$ cat config.mk
export PLATFORM = sky130hd
export DESIGN_NAME = motor_stall_detect_move_top
export DESIGN_NICKNAME = d
export VERILOG_FILES = /design/src/rtl/core/msd_pkg.sv /design/src/rtl/core/msd_step.sv /design/src/rtl/core/motor_stall_detect_move_top.sv
export VERILOG_INCLUDE_DIRS = /design/src /design/src/rtl/core
export SDC_FILE = /design/constraint.sdc
export NUM_CORES = 1
export LEC_CHECK = 0
export BUFFER_PORTS_ARGS = -buffer_cell sky130_fd_sc_hd__buf_2
export CELL_PAD_IN_SITES_DETAIL_PLACEMENT = 1
export CELL_PAD_IN_SITES_GLOBAL_PLACEMENT = 1
export CORE_ASPECT_RATIO = 0.6
export CORE_MARGIN = 2
export CORE_UTILIZATION = 50
export DETAILED_ROUTE_END_ITERATION = 10
export GPL_ROUTABILITY_DRIVEN = 0
export PLACE_DENSITY_LB_ADDON = 0.1
export SLEW_MARGIN = 20
export SYNTH_ARGS = -nofsm -noshare
export SYNTH_HDL_FRONTEND = slang
export SYNTH_HIERARCHICAL = 1
export SYNTH_SLANG_ARGS = --single-unit
$ cat constraint.sdc
create_clock -name aclk -period 15.49 [get_ports aclk]
set_input_delay 0.7745 -clock aclk [delete_from_list [all_inputs] [get_ports aclk]]
set_output_delay 0.7745 -clock aclk [all_outputs]
set_load 0.01 [all_outputs]
$ cat src/rtl/core/motor_stall_detect_move_top_assert.svh
// Assertion macros for the motor stall detector.
// Clocked on aclk, disabled while aresetn is low; define ASSERT_OFF to drop them.
`ifndef MOTOR_STALL_DETECT_MOVE_TOP_ASSERT_SVH
`define MOTOR_STALL_DETECT_MOVE_TOP_ASSERT_SVH

`ifndef ASSERT_OFF

// Same-cycle implication
`define MSD_ASSERT_IMP(lbl, ante, cons) \
    lbl: assert property (@(posedge aclk) disable iff (!aresetn) (ante) |-> (cons)) \
        else $error("motor stall detector: same-cycle check failed");

// Next-cycle implication
`define MSD_ASSERT_NXT(lbl, ante, cons) \
    lbl: assert property (@(posedge aclk) disable iff (!aresetn) (ante) |=> (cons)) \
        else $error("motor stall detector: next-cycle check failed");

`else

`define MSD_ASSERT_IMP(lbl, ante, cons)
`define MSD_ASSERT_NXT(lbl, ante, cons)

`endif

`endif

$ cat src/rtl/core/msd_pkg.sv
// Shared types and constants for the motor stall detector.
// No dependencies; used by msd_step and motor_stall_detect_move_top.
package msd_pkg;

    // Run phase, also the status code of a result word
    typedef enum logic [2:0] {
        PH_IDLE    = 3'd0,
        PH_STARTUP = 3'd1,
        PH_RUN     = 3'd2,
        PH_STALL   = 3'd3,
        PH_TIMEOUT = 3'd4,
        PH_EXTSTOP = 3'd5
    } msd_phase_t;

    // Input word function codes
    typedef enum logic [1:0] {
        FUNC_TICK  = 2'd0,
        FUNC_EDGE  = 2'd1,
        FUNC_START = 2'd2,
        FUNC_STOP  = 2'd3
    } msd_func_t;

    // Register indexes (byte address / 4)
    localparam logic [1:0] REG_MIN_PULSES = 2'd0;
    localparam logic [1:0] REG_TIMEOUT    = 2'd1;
    localparam logic [1:0] REG_STARTUP    = 2'd2;
    localparam logic [1:0] REG_SAMPLE     = 2'd3;

    localparam int ADDR_W = 4;

    // Register reset values
    localparam logic [15:0] MIN_PULSES_RST = 16'd1;
    localparam logic [19:0] TIMEOUT_RST    = 20'd5000;
    localparam logic [11:0] STARTUP_RST    = 12'd500;
    localparam logic [11:0] SAMPLE_RST     = 12'd100;

    // Elapsed-time saturation value
    localparam logic [19:0] MS_MAX = 20'hFFFFF;

    typedef struct packed {
        logic [15:0] min_pulses;
        logic [19:0] timeout_ms;
        logic [11:0] startup_ms;
        logic [11:0] sample_ms;
    } msd_cfg_t;

    typedef struct packed {
        logic [31:0]        pos;
        msd_phase_t         phase;
        logic [19:0]        elapsed;
        logic [19:0]        last_ms;
        logic [31:0]        last_pos;
        logic signed [8:0]  drive;
    } msd_state_t;

endpackage

$ cat src/rtl/core/msd_step.sv
// Next-state logic of the stall detector: one input word against the run state.
// Depends on msd_pkg for the state, configuration, phase and function types.
module msd_step (
    input  msd_pkg::msd_state_t  st_cur,
    input  msd_pkg::msd_cfg_t    cfg,
    input  msd_pkg::msd_func_t   func,
    input  logic                 phase_b,
    input  logic signed [8:0]    start_power,
    output msd_pkg::msd_state_t  st_next,
    output logic                 done
);

    logic        run_chk;
    logic [19:0] elapsed_inc;
    logic [19:0] since_chk;
    logic [31:0] diff;
    logic [31:0] mag;

    assign elapsed_inc = (st_cur.elapsed == msd_pkg::MS_MAX) ? st_cur.elapsed
                                                             : st_cur.elapsed + 20'd1;

    // Apply the word, then run the stop checks on the updated state
    always_comb begin
        st_next   = st_cur;
        done      = 1'b0;
        run_chk   = 1'b0;
        since_chk = 20'd0;
        diff      = 32'd0;
        mag       = 32'd0;

        case (func)
            msd_pkg::FUNC_TICK: begin
                if (st_cur.phase == msd_pkg::PH_STARTUP || st_cur.phase == msd_pkg::PH_RUN) begin
                    st_next.elapsed = elapsed_inc;
                    if (st_cur.phase == msd_pkg::PH_STARTUP &&
                        elapsed_inc >= {8'd0, cfg.startup_ms}) begin
                        st_next.phase = msd_pkg::PH_RUN;
                    end
                    run_chk = (st_next.phase == msd_pkg::PH_RUN);
                end
            end
            msd_pkg::FUNC_EDGE: begin
                st_next.pos = phase_b ? st_cur.pos + 32'd1 : st_cur.pos - 32'd1;
            end
            msd_pkg::FUNC_START: begin
                st_next.drive    = start_power;
                st_next.elapsed  = 20'd0;
                st_next.last_ms  = 20'd0;
                st_next.last_pos = st_cur.pos;
                if (cfg.startup_ms == 12'd0) begin
                    st_next.phase = msd_pkg::PH_RUN;
                    run_chk       = 1'b1;
                end else begin
                    st_next.phase = msd_pkg::PH_STARTUP;
                end
            end
            msd_pkg::FUNC_STOP: begin
                if (st_cur.phase == msd_pkg::PH_RUN) begin
                    st_next.phase = msd_pkg::PH_EXTSTOP;
                    st_next.drive = 9'sd0;
                    done          = 1'b1;
                end
            end
            default: begin
                st_next = st_cur;
            end
        endcase

        // Timeout first, then the stall check once a sample period has passed
        if (run_chk) begin
            since_chk = st_next.elapsed - st_next.last_ms;
            diff      = st_next.pos - st_next.last_pos;
            mag       = diff[31] ? (~diff + 32'd1) : diff;
            if (st_next.elapsed >= cfg.timeout_ms) begin
                st_next.phase = msd_pkg::PH_TIMEOUT;
                st_next.drive = 9'sd0;
                done          = 1'b1;
            end else if (since_chk > {8'd0, cfg.sample_ms}) begin
                if (mag < {16'd0, cfg.min_pulses}) begin
                    st_next.phase = msd_pkg::PH_STALL;
                    st_next.drive = 9'sd0;
                    done          = 1'b1;
                end else begin
                    st_next.last_pos = st_next.pos;
                    st_next.last_ms  = st_next.elapsed;
                end
            end
        end
    end

endmodule

$ cat src/rtl/core/motor_stall_detect_move_top.sv
// Motor stall detector top level: handshake stages, run state and APB registers.
// Depends on msd_pkg, msd_step and motor_stall_detect_move_top_assert.svh.
//
// Takes one word per cycle on the s_ channel (millisecond tick, encoder edge,
// start, stop) while s_ready is high, and returns one result word per input on
// the m_ channel. The result is registered and is taken when m_ready is high.
// Sustained rate is one word per clock while m_ready stays high: the input
// register feeds a single combinational update of the run state (one 32-bit
// subtract and compare for the stall check), written into the state and result
// registers together. The result register lets the next word enter while a
// result waits for m_ready. Registers sit at byte addresses 0 (minimum pulses
// per sample), 4 (timeout ms), 8 (startup ms), 12 (sample ms) and are to be
// written only while no word is in flight.
`include "motor_stall_detect_move_top_assert.svh"

module motor_stall_detect_move_top (
    input  logic                          aclk,
    input  logic                          aresetn,
    // input channel
    input  logic                          s_valid,
    output logic                          s_ready,
    input  logic [1:0]                    s_func,
    input  logic                          s_phase_b,
    input  logic signed [8:0]             s_start_power,
    // result channel
    output logic                          m_valid,
    input  logic                          m_ready,
    output logic signed [8:0]             m_motor_drive,
    output logic [2:0]                    m_status,
    output logic signed [31:0]            m_pulse_count,
    output logic                          m_done_res,
    // configuration
    input  logic                          psel,
    input  logic                          penable,
    input  logic                          pwrite,
    input  logic [msd_pkg::ADDR_W-1:0]    paddr,
    input  logic [31:0]                   pwdata,
    output logic [31:0]                   prdata,
    output logic                          pready
);

    msd_pkg::msd_cfg_t   cfg_reg, cfg_next;
    msd_pkg::msd_state_t st_reg, st_next;
    msd_pkg::msd_func_t  func_reg;
    logic                phase_b_reg;
    logic signed [8:0]   power_reg;
    logic                in_valid_reg, in_valid_next;
    logic                out_valid_reg, out_valid_next;
    logic signed [8:0]   out_drive_reg;
    msd_pkg::msd_phase_t out_status_reg;
    logic [31:0]         out_pos_reg;
    logic                out_done_reg;
    logic                step_done;
    logic                advance;
    logic                cfg_wr;
    logic [1:0]          cfg_idx;
    logic                st_ended;
    logic                res_ended;

    // Handshake: the input stage moves on when the result stage is free or its word is taken
    assign advance        = in_valid_reg && (!out_valid_reg || m_ready);
    assign s_ready        = !in_valid_reg || !out_valid_reg || m_ready;
    assign in_valid_next  = (s_valid && s_ready) || (in_valid_reg && !advance);
    assign out_valid_next = advance || (out_valid_reg && !m_ready);

    // Capture the input word
    always_ff @(posedge aclk) begin
        if (s_valid && s_ready) begin
            func_reg    <= msd_pkg::msd_func_t'(s_func);
            phase_b_reg <= s_phase_b;
            power_reg   <= s_start_power;
        end
    end

    msd_step u_step (
        .st_cur      (st_reg),
        .cfg         (cfg_reg),
        .func        (func_reg),
        .phase_b     (phase_b_reg),
        .start_power (power_reg),
        .st_next     (st_next),
        .done        (step_done)
    );

    // Hold state and valids; advance state on each processed word
    always_ff @(posedge aclk) begin
        if (!aresetn) begin
            in_valid_reg    <= 1'b0;
            out_valid_reg   <= 1'b0;
            st_reg.pos      <= 32'd0;
            st_reg.phase    <= msd_pkg::PH_IDLE;
            st_reg.elapsed  <= 20'd0;
            st_reg.last_ms  <= 20'd0;
            st_reg.last_pos <= 32'd0;
            st_reg.drive    <= 9'sd0;
        end else begin
            in_valid_reg  <= in_valid_next;
            out_valid_reg <= out_valid_next;
            if (advance) begin
                st_reg <= st_next;
            end
        end
    end

    // Load the result word
    always_ff @(posedge aclk) begin
        if (advance) begin
            out_drive_reg  <= st_next.drive;
            out_status_reg <= st_next.phase;
            out_pos_reg    <= st_next.pos;
            out_done_reg   <= step_done;
        end
    end

    assign m_valid       = out_valid_reg;
    assign m_motor_drive = out_drive_reg;
    assign m_status      = out_status_reg;
    assign m_pulse_count = out_pos_reg;
    assign m_done_res    = out_done_reg;

    // Configuration registers
    assign pready  = 1'b1;
    assign cfg_wr  = psel && penable && pwrite;
    assign cfg_idx = paddr[3:2];

    always_comb begin
        cfg_next = cfg_reg;
        if (cfg_wr) begin
            case (cfg_idx)
                msd_pkg::REG_MIN_PULSES: cfg_next.min_pulses = pwdata[15:0];
                msd_pkg::REG_TIMEOUT:    cfg_next.timeout_ms = pwdata[19:0];
                msd_pkg::REG_STARTUP:    cfg_next.startup_ms = pwdata[11:0];
                msd_pkg::REG_SAMPLE:     cfg_next.sample_ms  = pwdata[11:0];
                default:                 cfg_next = cfg_reg;
            endcase
        end
    end

    always_ff @(posedge aclk) begin
        if (!aresetn) begin
            cfg_reg.min_pulses <= msd_pkg::MIN_PULSES_RST;
            cfg_reg.timeout_ms <= msd_pkg::TIMEOUT_RST;
            cfg_reg.startup_ms <= msd_pkg::STARTUP_RST;
            cfg_reg.sample_ms  <= msd_pkg::SAMPLE_RST;
        end else begin
            cfg_reg <= cfg_next;
        end
    end

    // Read back
    always_comb begin
        case (cfg_idx)
            msd_pkg::REG_MIN_PULSES: prdata = {16'd0, cfg_reg.min_pulses};
            msd_pkg::REG_TIMEOUT:    prdata = {12'd0, cfg_reg.timeout_ms};
            msd_pkg::REG_STARTUP:    prdata = {20'd0, cfg_reg.startup_ms};
            msd_pkg::REG_SAMPLE:     prdata = {20'd0, cfg_reg.sample_ms};
            default:                 prdata = 32'd0;
        endcase
    end

    // Ending phases of the run state and of the result word
    assign st_ended  = (st_reg.phase == msd_pkg::PH_STALL) ||
                       (st_reg.phase == msd_pkg::PH_TIMEOUT) ||
                       (st_reg.phase == msd_pkg::PH_EXTSTOP);
    assign res_ended = (m_status == 3'(msd_pkg::PH_STALL)) ||
                       (m_status == 3'(msd_pkg::PH_TIMEOUT)) ||
                       (m_status == 3'(msd_pkg::PH_EXTSTOP));

    // An ended run never drives the motor
    `MSD_ASSERT_IMP(a_ended_no_drive, st_ended, st_reg.drive == 9'sd0)
    // A done result always reports an ending status
    `MSD_ASSERT_IMP(a_done_ended, m_valid && m_done_res, res_ended)
    // A word held in the input stage is not dropped
    `MSD_ASSERT_NXT(a_in_hold, in_valid_reg && !advance, in_valid_reg)

endmodule
After elaboration in Yosys (flattened, before gate mapping)
Cells that the tools add are included.
{"block": "word_totals", "register_bits": 235, "out_inout_bits": 80, "elab_cells": 99}
{"block": "classes", "n_addsub": 6, "order_cmp": 4, "n_eq_ne": 10, "muxes": 35, "bitwise": 1, "n_reduce_logical": 24}
{"operator": "$mux 52", "n": 3}
{"operator": "$pmux 32 s4", "n": 1}
{"operator": "$mux 61", "n": 2}
{"operator": "$mux 32", "n": 3}
{"operator": "$add 32x1->32 const B", "n": 2}
{"operator": "$pmux 20 s2", "n": 1}
{"operator": "$lt 32x16->1", "n": 1}
{"operator": "$not 32->32", "n": 1}
{"operator": "$sub 32x1->32 const B", "n": 1}
{"operator": "$sub 32x32->32", "n": 1}
{"operator": "$mux 9", "n": 3}
{"operator": "$mux 3", "n": 8}
{"operator": "$mux 23", "n": 1}
{"operator": "$add 20x1->20 const B", "n": 1}
{"operator": "$eq 20x20->1 const B", "n": 1}
{"operator": "$ge 20x12->1", "n": 1}
{"operator": "$ge 20x20->1", "n": 1}
{"operator": "$gt 20x12->1", "n": 1}
{"operator": "$mux 20", "n": 1}
{"operator": "$sub 20x20->20", "n": 1}
{"operator": "$pmux 9 s2", "n": 1}
{"operator": "$logic_not 12->1", "n": 1}
{"operator": "$pmux 3 s3", "n": 1}
{"operator": "$eq 2x2->1 const B", "n": 4}
{"operator": "other kinds (11)", "n": 38}

Logic depth before layout (Yosys ltp)
{"block": "depth", "ltp_word": 14, "ltp_mapped": 51}

Modules after synthesis
Netlist, hierarchy kept.
{"mod": "msd_step", "n_inst": 1, "cells_each": 1560, "area_each_um2": 10639.0, "seq_area_each_um2": 0.0}
{"mod": "motor_stall_detect_move_top", "n_inst": 1, "cells_each": 882, "area_each_um2": 8974.9, "seq_area_each_um2": 5275.1}

Least setup slack after synthesis
Ideal clock, no wire load.
{"block": "synth_path", "kind": "register to register", "start": "reg func_reg[0]", "end": "reg st_reg[27] (netlist bit)", "setup_time_ns": 0.132, "arrival_time_ns": 9.176, "required_time_ns": 15.358, "path_slack_ns": 6.182, "stages_incl_launch_ff": 46, "period_less_slack_ns": 9.308, "path_cell_list": "edfxtp_1 -> clkbuf_1 -> nor2b_1 -> clkbuf_1 -> buf_2 -> clkbuf_1 -> clkbuf_1 -> buf_1 -> mux2i_1 -> inv_1 -> ha_1 -> clkbuf_1 -> a21o_1 -> a21o_1 -> a41o_1 -> maj3_2 -> a2111oi_4 -> o311ai_2 -> (+10 left out) -> o21ai_0 -> nand2b_1 -> a21oi_1 -> o21ai_0 -> a31oi_1 -> o21ai_0 -> a221oi_1 -> or3b_2 -> o22ai_1 -> nand3_1 -> a2111oi_0 -> a31oi_1 -> nand2b_1 -> buf_2 -> buf_6 -> mux2_4 -> nand3_1 -> a21oi_1"}
{"item": "start, declared", "line_no": "motor_stall_detect_move_top.sv:44", "source": "msd_pkg::msd_func_t func_reg;"}
{"item": "start signal, assigned", "line_no": "motor_stall_detect_move_top.sv:69", "source": "func_reg <= msd_pkg::msd_func_t'(s_func);"}
{"item": "end signal, assigned", "line_no": "motor_stall_detect_move_top.sv:100", "source": "st_reg <= st_next;"}
{"item": "end, declared", "line_no": "motor_stall_detect_move_top.sv:43", "source": "msd_pkg::msd_state_t st_reg, st_next;"}

==> flow_summary.ini <==
[drt]
viasPerCell = 6.61
dr.pass1.iters = 5
wl_met2_microns = 29800
met3WireLength_microns = 8050
drt-total-wl_microns = 74300
top_layer_used = met5
dr_total_vias = 19800
m1WireLength_microns = 35000
drc = 0
first_iter_violations = 1876
antenna_left = 0
wire_per_inst_microns = 24.9

[sta]
period_needed_ns = 12.15
clock_skew_ns = 0.0172
max_freq_mhz = 82.3
maxSlewViolCount = 0
tightest_slew_ns = 1.18
maxSlewHeadroom_pct = 21.2
hold-worst-slack_ns = 0.383
setup_viol = 0
grt_setup_unrepaired = no
setup_tns_ns = 0
period_share_pct = 78.5
hold_violations = 0

[floorplan]
die_w_microns = 260
start_util_pct = 50.4
die_height_microns = 157
io_pins = 135
die-area_sq_um = 40900
row_count = 56
core_area_sq_um = 38900

[logic_synthesis]
ys.flop_type = dfxtp_1
ys.warnings.count = 6
synth_area_leaders = dfxtp_1 18%, edfxtp_1 8.7%, ha_1 8.7%, mux2i_1 6.1%, a21oi_1 5.8%
ys_seq_area_share_pct = 26.9
synth.top_cell.area_share_pct = 18.2
ys_seq_elements = 235
syn_area_per_cell_sq_um = 8.03
synth_largest_area_cell = dfxtp_1
synthCells = 2442
netlist_area_sq_um = 19600
ys_types = 114
async_flop_share_pct = 0
synth_edf_count = 57

[critical_path]
crit_type = reg -> reg
cp_slowest_cell = o211ai_2
cpMostUsedCell = o21ai_0
worstPathRequired_ns = 15.90
cp-end-kind = flip-flop
critPathBufInv = 3
worstPathArrival_ns = 12.57
reg2reg_from = phase_b_reg
critPathTopFamily = compound AO/OA/AOI/OAI gates
r2r_cells = 47
startpoint_type = flip-flop
worst-path-stages = 47
max_stage_delay_ns = 0.93
startpoint = phase_b_reg
cp_max_fo = 31

[pwr]
p_per_area_nw_per_um2 = 88.3
p_int_mw = 1.20
p_seq_share_pct = 35.0
clkPwrFrac_pct = 33.2
p_sw_mw = 0.667
switching_share_pct = 35.7
vdd_drop_max_uv = 78.5
p_total_mw = 1.87
p_comb_share_pct = 31.7
leakagePower_nw = 8.86

[cells_and_area]
post-route-util_pct = 54.4
nNetsFinal = 2643
register_area_sq_um = 5280
largest_register_ffs = 116
diodes = 0
drive_gt1_share_pct = 11.0
nFillCells = 4751
final_cells = 2991
layout_common_cells = 237 x nand2_1, 226 x a21oi_1, 190 x o21ai_0, 177 x dfxtp_1, 166 x nand3_1
areaGrowthSynthToFinish_pct = 7.84
final_common_cell = nand2_1
multiInputGateArea_sq_um = 13100

[clock_tree]
cts_buffers = 26
cts_buffer_depth = 3
htreeDepth = 1
clk-insertion-delay-late_ns = 0.57
post_cts_buffers = 0
path_clk_slew_ns = 0.06
hold_buffers = 0
tritoncts = built
cts_root_buffer = clkbuf_16
cts_resized = 0
clock_sinks = 235

[status]
status = finished, final reports clean

[hold_path]
hold_class = in -> reg
worstHoldStart = s_start_power[6]
min_path_cells = 1

[global_route]
grt_pass1_wl_microns = 113000
grt_pass1_vias = 19500
antenna_found_initial = 1
overflow = 0
groute.usage.overall_pct = 35.6
grt_max_degree = 98

[run]
max-cap-violations = 0

[placement]
dp.cells = 2943
placement.io_buffers = 107
hpwlAfterDp_microns = 54200
power groups by stage:
stage | clock network (mW) | registers (mW) | logic (mW)
2_1_floorplan | 0 | 0.667 | 0.418
3_3_place_gp | 0 | 0.667 | 0.545
3_5_place_dp | 0 | 0.667 | 0.573
4_1_cts | 0.627 | 0.654 | 0.578
5_1_grt | 0.649 | 0.656 | 0.642
6_report | 0.621 | 0.655 | 0.593
area by class of cell:
cell class                 instances  area share [%]
tap                              522            3.09
clock inverter                     8           0.201
clock buffer                      40            3.66
sequential                       235            25.0
timing repair buffer             138            3.67
inverter                         128            2.29
multi-input combinational       1920            62.1
Yosys cell counts (17+ instances only):
master,instances
a21o_1,48
nor3_1,31
nand2_1,237
buf_4,22
o21a_1,18
a31o_1,17
edfxtp_1,57
dfxtp_1,178
o21ai_0,190
and3_1,51
nor2_1,102
nor4_1,23
xnor2_1,64
buf_2,35
nand3_1,166
o31ai_1,20
mux2i_1,120
nand4_1,25
xor2_1,26
and2_1,18
nand2b_1,33
or3_1,17
clkbuf_1,93
a21oi_1,227
inv_1,124
o21ai_1,25
ha_1,136
nor2b_1,25
o211ai_1,24
kinds of logic (layout without fill, tap and decap cells):
family / Yosys count / count (layout) / synth area share (%)
compound gates: 734 / 734 / 24.2
buf+inv: 298 / 314 / 6.62
fa+ha+maj: 142 / 142 / 9.14
xor+xnor: 91 / 91 / 4.16
other cells: 2 / 13 / 0.0383
mux: 145 / 145 / 8.34
flops: 235 / 235 / 26.9
simple gates: 795 / 795 / 20.6
worst paths after layout:
path / endpoint / slack (ns)
setup / recovery: st_reg[2] / 3.34
hold / removal: power_reg[6] / 0.38
setup reg to reg: st_reg[2] / 3.34
hold reg to reg: st_reg[14] / 0.48
per-stage QoR:
stage                     cell area (sq um)  setup slack, ns
after global routing                  21200             2.49
after global placement                20300             4.16
after CTS                             21200             3.72
final                                 21200             3.34
after detailed placement              20300             3.80
after floorplan                       19700             6.18
routing by layer:
metal  global-route usage, %  vias to the layer above
met5                       0                        -
met4                    7.74                        2
met3                    11.1                      113
met2                    50.6                      830
met1                    52.2                     9876
li1                        -                     8944
Note: power is estimated with default switching activity, not from simulation.
